<file path="src/design/phong_light_shader_core_assert.svh">
// Assertion macros shared by the shader RTL.
// Every macro samples on clk_i and is disabled while rst_ni is low.
`ifndef PHONG_LIGHT_SHADER_CORE_ASSERT_SVH
`define PHONG_LIGHT_SHADER_CORE_ASSERT_SVH

// Same-cycle implication.
`define PLSC_ASSERT_IMPLY(name, ante, cons, msg) \
  name: assert property (@(posedge clk_i) disable iff (!rst_ni) (ante) |-> (cons)) \
    else $error(msg);

// Next-cycle implication.
`define PLSC_ASSERT_NEXT(name, ante, cons, msg) \
  name: assert property (@(posedge clk_i) disable iff (!rst_ni) (ante) |=> (cons)) \
    else $error(msg);

`endif

</file>
<file path="src/design/plsc_pkg.sv">
package plsc_pkg;

  // Three Q2.14 components, x in the low bits
  typedef logic [2:0][15:0] vec3_t;

  // Packed RGB pair, red in the top byte of each
  typedef struct packed {
    logic [23:0] light;
    logic [23:0] base;
  } color_t;

  // Item as it enters the geometry stages
  typedef struct packed {
    logic [7:0] bright;
    color_t     col;
    vec3_t      v;
    vec3_t      l;
    vec3_t      n;
  } shade_in_t;

  // Geometry result: diffuse term and clamped specular base
  typedef struct packed {
    logic [19:0] dif;
    logic [16:0] spec_base;
    color_t      col;
  } geom_out_t;

  // Power result
  typedef struct packed {
    logic [19:0] dif;
    logic [16:0] spec;
    color_t      col;
  } spec_out_t;

  localparam logic [16:0] SPEC_ONE     = 17'h10000;
  localparam logic [8:0]  WEIGHT_FULL  = 9'd256;
  localparam logic [8:0]  WEIGHT_RESET = 9'd228;
  // ceil(2^36 / 255): exact quotient for any 28-bit dividend
  localparam logic [28:0] DIV255_MUL   = 29'd269488145;

endpackage

</file>
<file path="src/design/plsc_color.sv">
module plsc_color (
  input  logic                clk_i,
  input  logic                rst_ni,
  input  logic [8:0]          weight_i,
  input  logic                in_valid_i,
  output logic                in_ready_o,
  input  plsc_pkg::spec_out_t in_data_i,
  output logic                out_valid_o,
  input  logic                out_ready_i,
  output logic [23:0]         out_data_o
);
  import plsc_pkg::*;

  localparam int unsigned NumStages = 5;

  // floor(p / 255), exact for p <= 255 * 255
  function automatic logic [7:0] div255(input logic [15:0] p);
    logic [16:0] t;
    t = 17'(p) + 17'(p[15:8]) + 17'd1;
    return t[15:8];
  endfunction

  logic [NumStages-1:0] vld_q, vld_d, adv;

  logic [28:0] wd_q;
  logic [25:0] ws_q;
  color_t      col1_q, col2_q;
  logic [21:0] mix_q;
  logic [7:0]  c_q [3];
  logic [23:0] light3_q;
  logic [15:0] pl_q [3];
  logic [7:0]  out_q [3];

  always_comb begin
    adv[NumStages-1] = !vld_q[NumStages-1] || out_ready_i;
    for (int k = NumStages - 2; k >= 0; k--) begin
      adv[k] = !vld_q[k] || adv[k+1];
    end
  end

  assign vld_d = {vld_q[NumStages-2:0], in_valid_i};

  always_ff @(posedge clk_i or negedge rst_ni) begin
    if (!rst_ni) begin
      vld_q <= '0;
    end else begin
      for (int k = 0; k < NumStages; k++) begin
        if (adv[k]) vld_q[k] <= vld_d[k];
      end
    end
  end

  // Per-channel work; channel 0 is red, taken from the top byte
  logic [29:0] mix_sum;
  logic [29:0] cprod [3];
  logic [13:0] chi   [3];
  logic [7:0]  c_d   [3];
  logic [15:0] pl_d  [3];
  logic [7:0]  o_d   [3];

  always_comb begin
    mix_sum = 30'(wd_q) + 30'(ws_q);
    for (int i = 0; i < 3; i++) begin
      cprod[i] = 30'(col2_q.base[23-8*i -: 8]) * 30'(mix_q);
      chi[i]   = cprod[i][29:16];
      c_d[i]   = (chi[i] > 14'd255) ? 8'd255 : chi[i][7:0];
      pl_d[i]  = 16'(c_q[i]) * 16'(light3_q[23-8*i -: 8]);
      o_d[i]   = div255(pl_q[i]);
    end
  end

  always_ff @(posedge clk_i) begin
    // weighted diffuse and specular shares
    if (adv[0]) begin
      wd_q   <= 29'(weight_i) * 29'(in_data_i.dif);
      ws_q   <= 26'(WEIGHT_FULL - weight_i) * 26'(in_data_i.spec);
      col1_q <= in_data_i.col;
    end
    if (adv[1]) begin
      mix_q  <= mix_sum[29:8];
      col2_q <= col1_q;
    end
    if (adv[2]) begin
      c_q      <= c_d;
      light3_q <= col2_q.light;
    end
    if (adv[3]) begin
      pl_q <= pl_d;
    end
    if (adv[4]) begin
      out_q <= o_d;
    end
  end

  assign in_ready_o  = adv[0];
  assign out_valid_o = vld_q[NumStages-1];
  assign out_data_o  = {out_q[2], out_q[1], out_q[0]};

endmodule

</file>
<file path="config.mk">
export PLATFORM = sky130hd
export DESIGN_NAME = plsc_color
export DESIGN_NICKNAME = d
export VERILOG_FILES = /design/src/design/phong_light_shader_core_assert.svh /design/src/design/plsc_pkg.sv /design/src/design/plsc_color.sv
export SDC_FILE = /design/constraint.sdc
export NUM_CORES = 2
export LEC_CHECK = 0
export ABC_AREA = 0
export BUFFER_PORTS_ARGS = -buffer_cell sky130_fd_sc_hd__clkbuf_2
export CAP_MARGIN = 20
export CELL_PAD_IN_SITES_DETAIL_PLACEMENT = 1
export CELL_PAD_IN_SITES_GLOBAL_PLACEMENT = 1
export CORE_MARGIN = 3
export CORE_UTILIZATION = 45
export DETAILED_ROUTE_END_ITERATION = 16
export MAX_ROUTING_LAYER = met4
export PLACE_DENSITY_LB_ADDON = 0.2
export SETUP_SLACK_MARGIN = 0.05
export SLEW_MARGIN = 20
export SYNTH_ARGS = -nofsm -noshare
export SYNTH_HDL_FRONTEND = slang
export SYNTH_SLANG_ARGS = --single-unit
</file>
<file path="constraint.sdc">
create_clock -name clk_i -period 16.1 [get_ports clk_i]
set_clock_uncertainty 0.2 [all_clocks]
set_input_delay 0.805 -clock clk_i [delete_from_list [all_inputs] [get_ports clk_i]]
set_output_delay 0.805 -clock clk_i [all_outputs]
set_load 0.03 [all_outputs]
</file>
=== Word level (Yosys, flattened, before mapping) ===
Index checks and enable logic that the tools add are counted.

* Logic and storage cells: 51
* Output and inout port bits: 26
* Flip-flop bits (word level): 298
* Input bits: 98

* $add $sub $neg: 8
* Reductions and logical operators: 10
* $lt $le $gt $ge: 3
* $mul: 8

{| class="wikitable"
|+ Operators by type and width
! kind !! number
|-
| $mul 8x22->30 || 3
|-
| $add 16x1->16 const B || 3
|-
| $add 16x8->16 || 3
|-
| $mul 8x8->16 || 3
|-
| $gt 14x8->1 const B || 3
|-
| $add 29x26->30 || 1
|-
| $mul 9x20->29 || 1
|-
| $mul 10x18->26 || 1
|-
| $sub 9x9->10 const A || 1
|-
| $logic_not 1->1 || 5
|-
| $logic_or 1x1->1 || 5
|}

=== Longest topological paths before layout ===
* Depth after elaboration: 6
* Depth in mapped cells: 29
* Gate-level depth less buffers: 26

=== Worst setup path after synthesis ===
No wires, ideal clock.

* Kind: input -> register
* From: in weight_i[0]
* To: reg ws_q[25], data pin
* Required time: 15.640 ns
* Library setup time: 0.260 ns
* Path slack: 8.698 ns
* Stages: 28
* Buffers on the path: 3
* Data arrival time: 6.942 ns
* Cells stage by stage: clkbuf_1 clkbuf_1 inv_1 ha_1 xnor2_1 clkbuf_1 nand2_1 fa_1 inv_1 fa_1 inv_1 fa_1 inv_1 fa_1 inv_1 fa_1 inv_1 ha_1 o21a_1 o21ai_0 nand2_1 o31ai_2 o211ai_1 o41a_1 a211oi_1 o41ai_1 a21oi_1 xnor2_1

* Word-level cells in the longest chain between the ends: 2

{| class="wikitable"
|+ Ends and longest elaborated chain
! item !! RTL line !! RTL
|-
| start, declared || plsc_color.sv:4 || <nowiki>input logic [8:0] weight_i,</nowiki>
|-
| $sub 9x9->10 || plsc_color.sv:76 || <nowiki>ws_q <= 26'(WEIGHT_FULL - weight_i) * 26'(in_data_i.spec);</nowiki>
|-
| $mul 10x18->26 || plsc_color.sv:76 ||
|-
| end signal, assigned || plsc_color.sv:76 ||
|-
| end, declared || plsc_color.sv:26 || <nowiki>logic [25:0] ws_q;</nowiki>
|}

Every way passes these cells.
A chain may end at the register's enable or synchronous reset.

=== Final worst setup path ===
Ends and elaborated chain as after synthesis.

==> flow_metrics.tcl <==
set metrics [dict create \
    status "complete, no violations" \
    cp.buffers_inverters 7 \
    synth_edf_count 293 \
    hp-class "in -> reg" \
    diodes 0 \
    clkSinkCount 298 \
    dieHeight_um 314.4 \
    path_common_cell "inv_1" \
    synthArstFlopShare_pct 1.678 \
    cp-start-kind "primary input" \
    wl_per_cell_um 18.21 \
    critPathKind "in -> reg" \
    cp.required_ns 16.21 \
    yosys.area_share.adder_pct 45.43 \
    cts_max_level 2 \
    reg2reg_depth 20 \
    hp-start "in_data_i[5]" \
    timing.rr.start "col2_q[18]" \
    grt.total_usage_pct 22.23 \
    cp_max_fo 42 \
    crit_start "weight_i[0]" \
    detail-route-antenna-nets 0 \
    finalInstanceArea_um2 45900 \
    io_buffers 123 \
    synth.cell_area_um2 42790 \
    initial_core_util_pct 45.64 \
    first_global_vias 32570 \
    syn_avg_cell_area_um2 9.983 \
    hpwl_um 80480 \
    synth_warnings 0 \
    fillCellCount 10460 \
    setup_tns_ns 0 \
    grt_pass1_wl_um 171000 \
    final_hold_viol_count 0 \
    period_needed_ns 7.570 \
    antenna_found_initial 4 \
    whs_ns 0.2027 \
    finalSetupViolCount 0 \
    holdPathEnd "col1_q[5]" \
    drv_cap 0 \
    reg2reg_slack_ns 9.12 \
    maxSlewHeadroom_pct 25.22 \
    synth_compound_gate_area_share_pct 5.290 \
    hold_depth 1 \
    first_pass_iters 4 \
    clock_latency_ns 0.57 \
    ys_seq_elements 298 \
    drive_gt1_share_pct 5.880 \
    multiInputGateArea_um2 30240 \
    grt_setup_unrepaired "false" \
    cts_buffers 37 \
    endpoint_kind "flip-flop" \
    place.gp.congestion 0.8160 \
    core_um2 93750 \
    clk_transition_reported_paths_ns 0.06 \
    yosys.area_share.simple_pct 16.86 \
    synth.area.mux_share_pct 0.02339 \
    critical-path-top-delay-family "adder cells" \
    area_growth_pct 7.276 \
    syn-num-nets 5511 \
    die-area_um2 98820 \
    vias 28810 \
    finalWirelength_um 102100 \
    dr.first_iter.drc_count 1080 \
    worst_slew_pin_slew_ns 1.122 \
    ys_types 72 \
    cts-root-buf "clkbuf_16" \
    placed_cell_area_um2 44690 \
    rows 112 \
    viasPerCell 5.137 \
    timing.rr.end "c_q[22]" \
    overflow 0 \
    cts_tree "yes" \
    synth_top_family_by_area "adder cells" \
    grt_start_max_net_pins 70 \
    synthCells 4286 \
    post-route-period-util_pct 47.02 \
    slowest_stage "ha_1" \
    ios 124 \
    slowest_delay_ns 0.87 \
    regArea_um2 8924 \
    finalMaxSlewViolations 0 \
    fin_nets 5553 \
    ys.flop_type "edfxtp_1" \
    seq_area_frac_synth_pct 20.86 \
    fmax_mhz 132.1 \
    fp.dieW_um 314.4 \
    synth_xor_area_share_pct 2.989 \
    drc 0 \
    arrival_ns 7.67 \
    cts_buffer_depth 3 \
]
-- layout make-up --
type / instances / area share (%)
multi-input cells: 3014 / 65.89
flip-flops and latches: 298 / 19.44
inverters: 815 / 6.665
well taps: 1254 / 3.418
clock buffers: 48 / 2.175
repair buffers: 162 / 1.985
clock inverters: 17 / 0.4253
-- through the flow --
step,instances,util [%],setup slack (ns)
2_1_floorplan,4286,-,8.698
3_3_place_gp,5542,47.67,8.059
3_5_place_dp,5542,47.67,7.950
4_1_cts,5608,48.95,8.544
5_1_grt,5608,48.96,8.161
6_report,5608,48.96,8.530
-- what timing repair did --
item	4_1_cts	5_1_grt
endpoints found under the hold margin	5	0
setup buffers	0	0
resized for setup	0	0
hold buffers	1	0
-- kinds of logic (layout without fill, tap and decap cells) --
group | count (synthesis) | after routing
AND/OR/NAND/NOR | 1414 | 1414
adder cells (fa/ha/maj) | 1127 | 1127
buffers and inverters | 974 | 1042
AO/OA/AOI/OAI | 326 | 326
flip-flops | 298 | 298
XOR/XNOR | 146 | 146
multiplexers | 1 | 1
-- layout by cell type, fill, tap and decap left out, types with 8 or more instances in the layout --
| master | count |
|---|---|
| a211oi_1 | 12 |
| a21boi_0 | 9 |
| a21o_1 | 38 |
| a21oi_1 | 82 |
| and2_1 | 594 |
| and3_1 | 13 |
| buf_4 | 38 |
| clkbuf_1 | 9 |
| clkbuf_16 | 38 |
| clkbuf_2 | 123 |
| edfxtp_1 | 293 |
| fa_1 | 711 |
| ha_1 | 416 |
| inv_1 | 815 |
| nand2_1 | 532 |
| nand2b_1 | 18 |
| nand3_1 | 34 |
| nand4_1 | 17 |
| nor2_1 | 106 |
| nor2b_1 | 19 |
| nor3_1 | 33 |
| o21a_1 | 38 |
| o21ai_0 | 62 |
| o21bai_1 | 8 |
| or2_2 | 12 |
| or3_1 | 9 |
| xnor2_1 | 105 |
| xor2_1 | 40 |
-- flip-flops by register name (all words and copies together), names as in the netlist --
name / flops
ws_q: 26
wd_q: 29
mix_q: 22
col2_q: 48
pl_q: 48
out_data_o: 24
light3_q: 24
col1_q: 48
c_q: 24
vld_q: 5
-- worst max-delay path by stage --
stage | cells past startpoint | slack [ns] | to
2_1_floorplan | 28 | 8.70 | ws_q[25]
3_3_place_gp | 25 | 8.06 | ws_q[25]
3_5_place_dp | 25 | 7.95 | ws_q[25]
4_1_cts | 25 | 8.54 | ws_q[25]
5_1_grt | 25 | 8.16 | ws_q[25]
6_report | 25 | 8.53 | ws_q[25]
-- cell usage after synthesis (33+ instances only) --
library cell,count,share of area [%]
xnor2_1,106,2.2
a21o_1,38,0.67
nand3_1,35,0.41
a21oi_1,82,0.96
nor3_1,33,0.39
nor2_1,106,0.93
edfxtp_1,293,21
fa_1,711,33
and2_1,594,8.7
inv_1,815,7.1
clkbuf_1,139,1.2
o21ai_0,62,0.73
ha_1,416,12
nand2_1,534,4.7
o21a_1,38,0.67
xor2_1,40,0.82
-- routing by layer --
| metal | vias to the layer above | GRT usage, % | share of wire [%] |
|---|---|---|---|
| met3 | 129 | 2.251 | 2.9 |
| met2 | 388 | 38.65 | 51 |
| li1 | 13360 | - | - |
| met4 | 0 | 4.876 | 2.0 |
| met1 | 14930 | 28.23 | 44 |
| met5 | - | - | 0 |
Power is left out: the tool's default activity adds up to more than one toggle a clock period on the data nets, which glitch-free logic cannot reach.
