<file path="config.mk">
export PLATFORM = sky130hd
export DESIGN_NAME = plsc_spec
export DESIGN_NICKNAME = d
export VERILOG_FILES = /design/src/design/phong_light_shader_core_assert.svh /design/src/design/plsc_pkg.sv /design/src/design/plsc_spec.sv
export SDC_FILE = /design/constraint.sdc
export NUM_CORES = 2
export LEC_CHECK = 0
export BUFFER_PORTS_ARGS = -buffer_cell sky130_fd_sc_hd__buf_2
export CAP_MARGIN = 5
export CORE_UTILIZATION = 35
export CTS_BUF_LIST = sky130_fd_sc_hd__clkbuf_8 sky130_fd_sc_hd__clkbuf_16
export DETAILED_ROUTE_END_ITERATION = 8
export REMOVE_ABC_BUFFERS = 1
export SYNTH_ARGS = -nofsm -noshare
export SYNTH_HDL_FRONTEND = slang
export SYNTH_SLANG_ARGS = --single-unit
</file>
<file path="constraint.sdc">
create_clock -name clk_i -period 7.5 [get_ports clk_i]
set_input_delay 0.375 -clock clk_i [delete_from_list [all_inputs] [get_ports clk_i]]
set_output_delay 0.375 -clock clk_i [all_outputs]
set_load 0.05 [all_outputs]
</file>
<file path="src/design/phong_light_shader_core_assert.svh">
// Assertion macros shared by the shader RTL.
// Every macro samples on clk_i and is disabled while rst_ni is low.
`ifndef PHONG_LIGHT_SHADER_CORE_ASSERT_SVH
`define PHONG_LIGHT_SHADER_CORE_ASSERT_SVH

// Same-cycle implication.
`define PLSC_ASSERT_IMPLY(name, ante, cons, msg) \
  name: assert property (@(posedge clk_i) disable iff (!rst_ni) (ante) |-> (cons)) \
    else $error(msg);

// Next-cycle implication.
`define PLSC_ASSERT_NEXT(name, ante, cons, msg) \
  name: assert property (@(posedge clk_i) disable iff (!rst_ni) (ante) |=> (cons)) \
    else $error(msg);

`endif

</file>
<file path="src/design/plsc_pkg.sv">
package plsc_pkg;

  // Three Q2.14 components, x in the low bits
  typedef logic [2:0][15:0] vec3_t;

  // Packed RGB pair, red in the top byte of each
  typedef struct packed {
    logic [23:0] light;
    logic [23:0] base;
  } color_t;

  // Item as it enters the geometry stages
  typedef struct packed {
    logic [7:0] bright;
    color_t     col;
    vec3_t      v;
    vec3_t      l;
    vec3_t      n;
  } shade_in_t;

  // Geometry result: diffuse term and clamped specular base
  typedef struct packed {
    logic [19:0] dif;
    logic [16:0] spec_base;
    color_t      col;
  } geom_out_t;

  // Power result
  typedef struct packed {
    logic [19:0] dif;
    logic [16:0] spec;
    color_t      col;
  } spec_out_t;

  localparam logic [16:0] SPEC_ONE     = 17'h10000;
  localparam logic [8:0]  WEIGHT_FULL  = 9'd256;
  localparam logic [8:0]  WEIGHT_RESET = 9'd228;
  // ceil(2^36 / 255): exact quotient for any 28-bit dividend
  localparam logic [28:0] DIV255_MUL   = 29'd269488145;

endpackage

</file>
<file path="src/design/plsc_spec.sv">
module plsc_spec (
  input  logic                clk_i,
  input  logic                rst_ni,
  input  logic                in_valid_i,
  output logic                in_ready_o,
  input  plsc_pkg::geom_out_t in_data_i,
  output logic                out_valid_o,
  input  logic                out_ready_i,
  output plsc_pkg::spec_out_t out_data_o
);
  import plsc_pkg::*;

  localparam int unsigned NumStages = 4;

  // Q16 product, rounded half up
  function automatic logic [16:0] qmul(input logic [16:0] a, input logic [16:0] b);
    logic [34:0] p;
    p = 35'(a) * 35'(b) + 35'd32768;
    return p[32:16];
  endfunction

  logic [NumStages-1:0] vld_q, vld_d, adv;

  logic [16:0] x2_q, x4_q, x8_q, x4c_q;
  logic [19:0] dif_q [NumStages-1];
  color_t      col_q [NumStages-1];
  spec_out_t   out_q;

  always_comb begin
    adv[NumStages-1] = !vld_q[NumStages-1] || out_ready_i;
    for (int k = NumStages - 2; k >= 0; k--) begin
      adv[k] = !vld_q[k] || adv[k+1];
    end
  end

  assign vld_d = {vld_q[NumStages-2:0], in_valid_i};

  always_ff @(posedge clk_i or negedge rst_ni) begin
    if (!rst_ni) begin
      vld_q <= '0;
    end else begin
      for (int k = 0; k < NumStages; k++) begin
        if (adv[k]) vld_q[k] <= vld_d[k];
      end
    end
  end

  // x^12 by squaring: x2, x4, x8, then x8 * x4
  always_ff @(posedge clk_i) begin
    if (adv[0]) begin
      x2_q     <= qmul(in_data_i.spec_base, in_data_i.spec_base);
      dif_q[0] <= in_data_i.dif;
      col_q[0] <= in_data_i.col;
    end
    if (adv[1]) begin
      x4_q     <= qmul(x2_q, x2_q);
      dif_q[1] <= dif_q[0];
      col_q[1] <= col_q[0];
    end
    if (adv[2]) begin
      x8_q     <= qmul(x4_q, x4_q);
      x4c_q    <= x4_q;
      dif_q[2] <= dif_q[1];
      col_q[2] <= col_q[1];
    end
    if (adv[3]) begin
      out_q.spec <= qmul(x8_q, x4c_q);
      out_q.dif  <= dif_q[2];
      out_q.col  <= col_q[2];
    end
  end

  assign in_ready_o  = adv[0];
  assign out_valid_o = vld_q[NumStages-1];
  assign out_data_o  = out_q;

endmodule

</file>
# After elaboration in Yosys (flattened, before gate mapping)
# Memory sizes are Yosys's and may differ from the RTL's. A register that Yosys moved wholly into a read port is not among the register bits.
# Cells that the tools add are included.
[word_totals]
regBits = 89
ramBits = 204
input_bits = 89
elab_cells = 33
mem_count = 2
[op_classes]
n_addsub = 4
mul = 4
n_mux = 6
n_reduce_logical = 8
[mem_list]
columns = ["memory", "words", "word_bits", "rd", "rd_ports_with_merged_regs", "wr", "line_no", "source"]
rows = [
  ["col_q", 3, 48, 3, 1, 3, "plsc_spec.sv:26", "color_t col_q [NumStages-1];"],
  ["dif_q", 3, 20, 3, 1, 3, "plsc_spec.sv:25", "logic [19:0] dif_q [NumStages-1];"],
]
[ops]
columns = ["op", "n"]
rows = [
  ["33-bit by 16-bit adder with 33-bit output (second input constant)", 4],
  ["17-bit by 17-bit multiplier with 33-bit output", 4],
  ["1-bit 2-to-1 mux", 6],
  ["1-bit zero test", 4],
  ["1-bit logical OR", 4],
]

# Depth between registers and ports, before layout
[logic_depth]
ltp_word = 7
depth_mapped = 24
depth_no_buf = 22

# Least setup slack after synthesis
# OpenSTA, ideal clock, no wires.
[synth_timing]
path_type = "register to register"
from = "reg x2_q[14]"
to = "reg x4_q[13] (data pin)"
setup_time_ns = 0.272
t_arrival_ns = 5.849
t_required_ns = 7.228
setup_slack_ns = 1.379
path_stages_with_launch = 20
n_path_buf = 2
path_cell_list = "edfxtp_1 -> clkbuf_1 -> clkbuf_1 -> nand2_1 -> fa_1 -> fa_1 -> inv_1 -> fa_1 -> inv_1 -> fa_1 -> fa_1 -> fa_1 -> inv_1 -> ha_1 -> a21o_1 -> a21o_1 -> a21oi_1 -> a21boi_1 -> mux2_1 -> or4b_1"
[synth_between]
elab_chain_len = 2
[synth_rtl]
columns = ["item", "line_no", "source"]
rows = [
  ["start, declared", "plsc_spec.sv:24", "logic [16:0] x2_q, x4_q, x8_q, x4c_q;"],
  ["start signal, assigned", "plsc_spec.sv:51", "x2_q <= qmul(in_data_i.spec_base, in_data_i.spec_base);"],
  ["17-bit by 17-bit multiplier with 33-bit output", "plsc_spec.sv:18", "p = 35'(a) * 35'(b) + 35'd32768;"],
  ["33-bit by 16-bit adder with 33-bit output", "plsc_spec.sv:18", ""],
  ["end signal, assigned", "plsc_spec.sv:56", "x4_q <= qmul(x2_q, x2_q);"],
  ["end, declared", "plsc_spec.sv:24", ""],
]
# Every way passes these cells.
# A chain may end at the register's enable or synchronous reset.

# Final worst setup path
[layout_timing]
from = "reg x8_q[11]"
to = "reg out_q, in the netlist out_data_o[64] (data pin)"
[layout_between]
elab_chain_len = 2
[layout_rtl]
columns = ["item", "line_no", "source"]
rows = [
  ["start, declared", "plsc_spec.sv:24", ""],
  ["start signal, assigned", "plsc_spec.sv:61", "x8_q <= qmul(x4_q, x4_q);"],
  ["17-bit by 17-bit multiplier with 33-bit output", "plsc_spec.sv:18", ""],
  ["33-bit by 16-bit adder with 33-bit output", "plsc_spec.sv:18", ""],
  ["end, declared", "plsc_spec.sv:27", "spec_out_t out_q;"],
]
# Every way passes these cells.

==> results_dict.tcl <==
set metrics [dict create \
    clk_path_buf_depth 3 \
    fp.dieW_um 359 \
    via_per_inst 4.62 \
    cts_tree "built" \
    antenna_found_initial 1 \
    async_flop_share_pct 1.11 \
    synth_cells 4155 \
    arrival_ns 7.01 \
    synth-seq-area-share_pct 24.2 \
    grt_pass1_vias 31300 \
    syn_avg_cell_area_sq_um 10.8 \
    fp.dieH_um 359 \
    finalCritPeriodShare_pct 89.5 \
    fmax_ghz 0.149 \
    coreArea_sq_um 126000 \
    grt_max_degree 72 \
    clkTransAtPathRegs_ns 0.06 \
    place_congestion 0.840 \
    fin_crit_ns 6.71 \
    cts_buffers 39 \
    synth_top_area_cell "fa_1" \
    clock-sinks 361 \
    finalSetupTns_ns 0 \
    h-tree-depth 2 \
    critical_path.startpoint_type "register" \
    timing.critical_path.cells "nand2_1 > fa_1 > fa_1 > fa_1 > inv_1 > fa_1 > fa_1 > inv_1 > fa_1 > inv_1 > ha_1 > a21oi_1 > o21ai_0 > a22oi_1 > o211ai_2 > a211oi_1 > o31ai_1 > xnor2_1" \
    maxCapViolCount 0 \
    worst_hold_path_type "input pin to asynchronous set/reset pin" \
    area_growth_pct 10.5 \
    final_area_sq_um 49400 \
    crit_start "x8_q[11]" \
    highest_layer "met4" \
    ant_nets 0 \
    syn_area_sq_um 44700 \
    fin_util_pct 39.2 \
    initial_core_util_pct 35.4 \
    synth_top_area_share_pct 35.9 \
    placed_area_sq_um 47400 \
    relSlewSlack_pct 29.2 \
    cts_root_buffer "clkbuf_16" \
    cp_num_buf_inv 3 \
    first_pass_iters 5 \
    crit_fanout 17 \
    nFillCells 12300 \
    synth_edf_count 357 \
    critPathTopFamily "adder cells" \
    drv_slew 0 \
    drt_iter0_drc 1221 \
    dr_total_vias 27900 \
    finalHoldViolations 0 \
    finClkSkew_ns 0.0371 \
    cp_slowest_cell "edfxtp_1" \
    port_buffers 175 \
    wl_met2_mm 48.2 \
    io_pins 176 \
    post_cts_buffers 0 \
    dp_hpwl_mm 77.2 \
    route.detailed.drc 0 \
    track_usage_pct 15.3 \
    dieArea_sq_um 129000 \
    rsz0062_at_grt "false" \
    wl_per_cell_um 15.9 \
    drive_gt1_share_pct 6.68 \
    met3_wirelength_mm 3.50 \
    crit_type "register to register" \
    wl_mm 95.7 \
    route.layer.met1.wl_mm 41.7 \
    row_count 130 \
    num-nets-final 5695 \
    grt_pass1_wl_mm 160 \
    setup_viol 0 \
    worstPathRequired_ns 7.80 \
    path_common_cell "fa_1" \
    ys.flop_type "edfxtp_1" \
    ys.warnings.count 0 \
    synth.distinct_cells 73 \
    critPathMaxStageDelay_ns 0.89 \
    worst_pin_slew_ns 1.06 \
    ys_top_cells_by_area "fa_1 36%, edfxtp_1 24%, ha_1 13%" \
    worstReg2RegStart "x8_q[11]" \
    end_kind "register" \
    insertion_delay_ns 0.59 \
    outcome "completed" \
    yosys_register_bits 361 \
    grt_overflow 0 \
]
[per-layer routing]
layer,global-route usage (%),vias up
li1,-,13200
met4,4.21,0
met1,19.4,14100
met2,27.4,529
met5,0,-
met3,1.72,147
[stage by stage]
step / worst slack [ns] / hold slack, ns / std cells
after global routing: 0.323 / 0.202 / 6036
after detailed placement: 0.844 / 0.189 / 5895
after CTS: 0.827 / 0.162 / 6036
after global placement: 0.839 / 0.185 / 5895
final: 0.790 / 0.201 / 6037
after floorplan: 1.46 / 0.0794 / 4051
[final timing paths]
kind / end / slack, ns / cells past startpoint
max reg2reg: out_data_o[64] / 0.79 / 18
min in group clk_i: vld_q[3] / 0.38 / 3
max in group asynchronous: vld_q[3] / 7.17 / 2
max: out_data_o[64] / 0.79 / 18
min: vld_q[0] / 0.20 / 2
min reg2reg: col_q[1][1] / 0.41 / 0
[worst register-to-register path, delay by kind of cell (launching register included)]
family                     cells  cell delay, ns
xor gates and xnor gates       1            0.16
DFF                            1            0.89
and+or+nand+nor                1            0.18
buffers and inverters          3            0.15
AOI/OAI and AO/OA              6            1.73
adders and majority gates      7            3.36
[synth_stat cells, types with 4 or more instances]
library cell,instances
a31oi_1,12
a41oi_1,5
o211ai_1,8
nand4_1,25
nor3b_1,4
o21a_1,13
nor2_1,74
mux2_2,4
nor3_1,5
xnor2_1,68
xor2_1,36
nand3_1,25
a221o_1,4
o31ai_1,7
a21oi_1,100
o21ai_1,6
o2111ai_1,5
ha_1,448
nor2b_1,14
a211oi_1,14
a21o_1,49
o21ai_0,37
or2_2,13
nand2b_1,9
fa_1,802
clkbuf_1,104
dfrtp_1,4
inv_1,1079
nand2_1,384
o21bai_1,19
edfxtp_1,357
and3_1,14
and2_1,348
a211o_1,6
[final cells by class]
| type | instances | area (sq um) | area share, % |
|---|---|---|---|
| Multi-Input combinational cell | 2611 | 29500 | 59.7 |
| Sequential cell | 361 | 10800 | 21.9 |
| Inverter | 1079 | 4050 | 8.20 |
| Tap cell | 1650 | 2060 | 4.18 |
| Timing Repair Buffer | 264 | 1720 | 3.48 |
| Clock buffer | 43 | 1050 | 2.13 |
| Clock inverter | 28 | 234 | 0.473 |
| Antenna cell | 1 | 2.50 | 0.00506 |
[registers in the layout, indices dropped and copies added, names as in the netlist]
name,flops
col_q,144
out_data_o,85
dif_q,60
x2_q,17
x4_q,17
x4c_q,17
x8_q,17
vld_q,4
[cell usage in the layout (no fill, tap or decap), types with 4 or more instances in the layout]
cell type	count
inv_1	1082
fa_1	802
nand2_1	383
mux2_2	4
clkinvlp_4	6
clkinv_2	7
clkbuf_16	41
and3_1	14
nand4_1	25
o21ai_1	6
a31oi_1	12
o211ai_1	8
dlygate4sd3_1	70
nor3b_1	4
dfrtp_1	4
nand3_1	24
o2111ai_1	5
buf_2	175
a21oi_1	100
edfxtp_1	357
ha_1	448
a21o_1	49
clkinv_1	4
o21a_1	13
a221o_1	4
or2_2	13
nor2b_1	14
nor2_1	74
o31ai_1	7
o21bai_1	19
o21ai_0	37
xor2_1	36
buf_4	19
nand2b_1	9
a211oi_1	14
nor3_1	5
xnor2_1	68
and2_1	348
a41oi_1	5
a211o_1	6
[repair_timing]
item,CTS,global route
resized for setup,0,0
hold buffers,70,0
endpoints found under the hold margin,73,0
[cells by family after synthesis]
family,count (synthesis),synth area share [%]
fa+ha+maj,1250,48.4
simple gates,928,10.4
flops,361,24.2
buf+inv,1183,9.93
mux,7,0.182
xor+xnor,104,2.04
compound gates,322,4.83
Power is left out: the tool's default activity adds up to more than one toggle a clock period on the data nets, which glitch-free logic cannot reach.
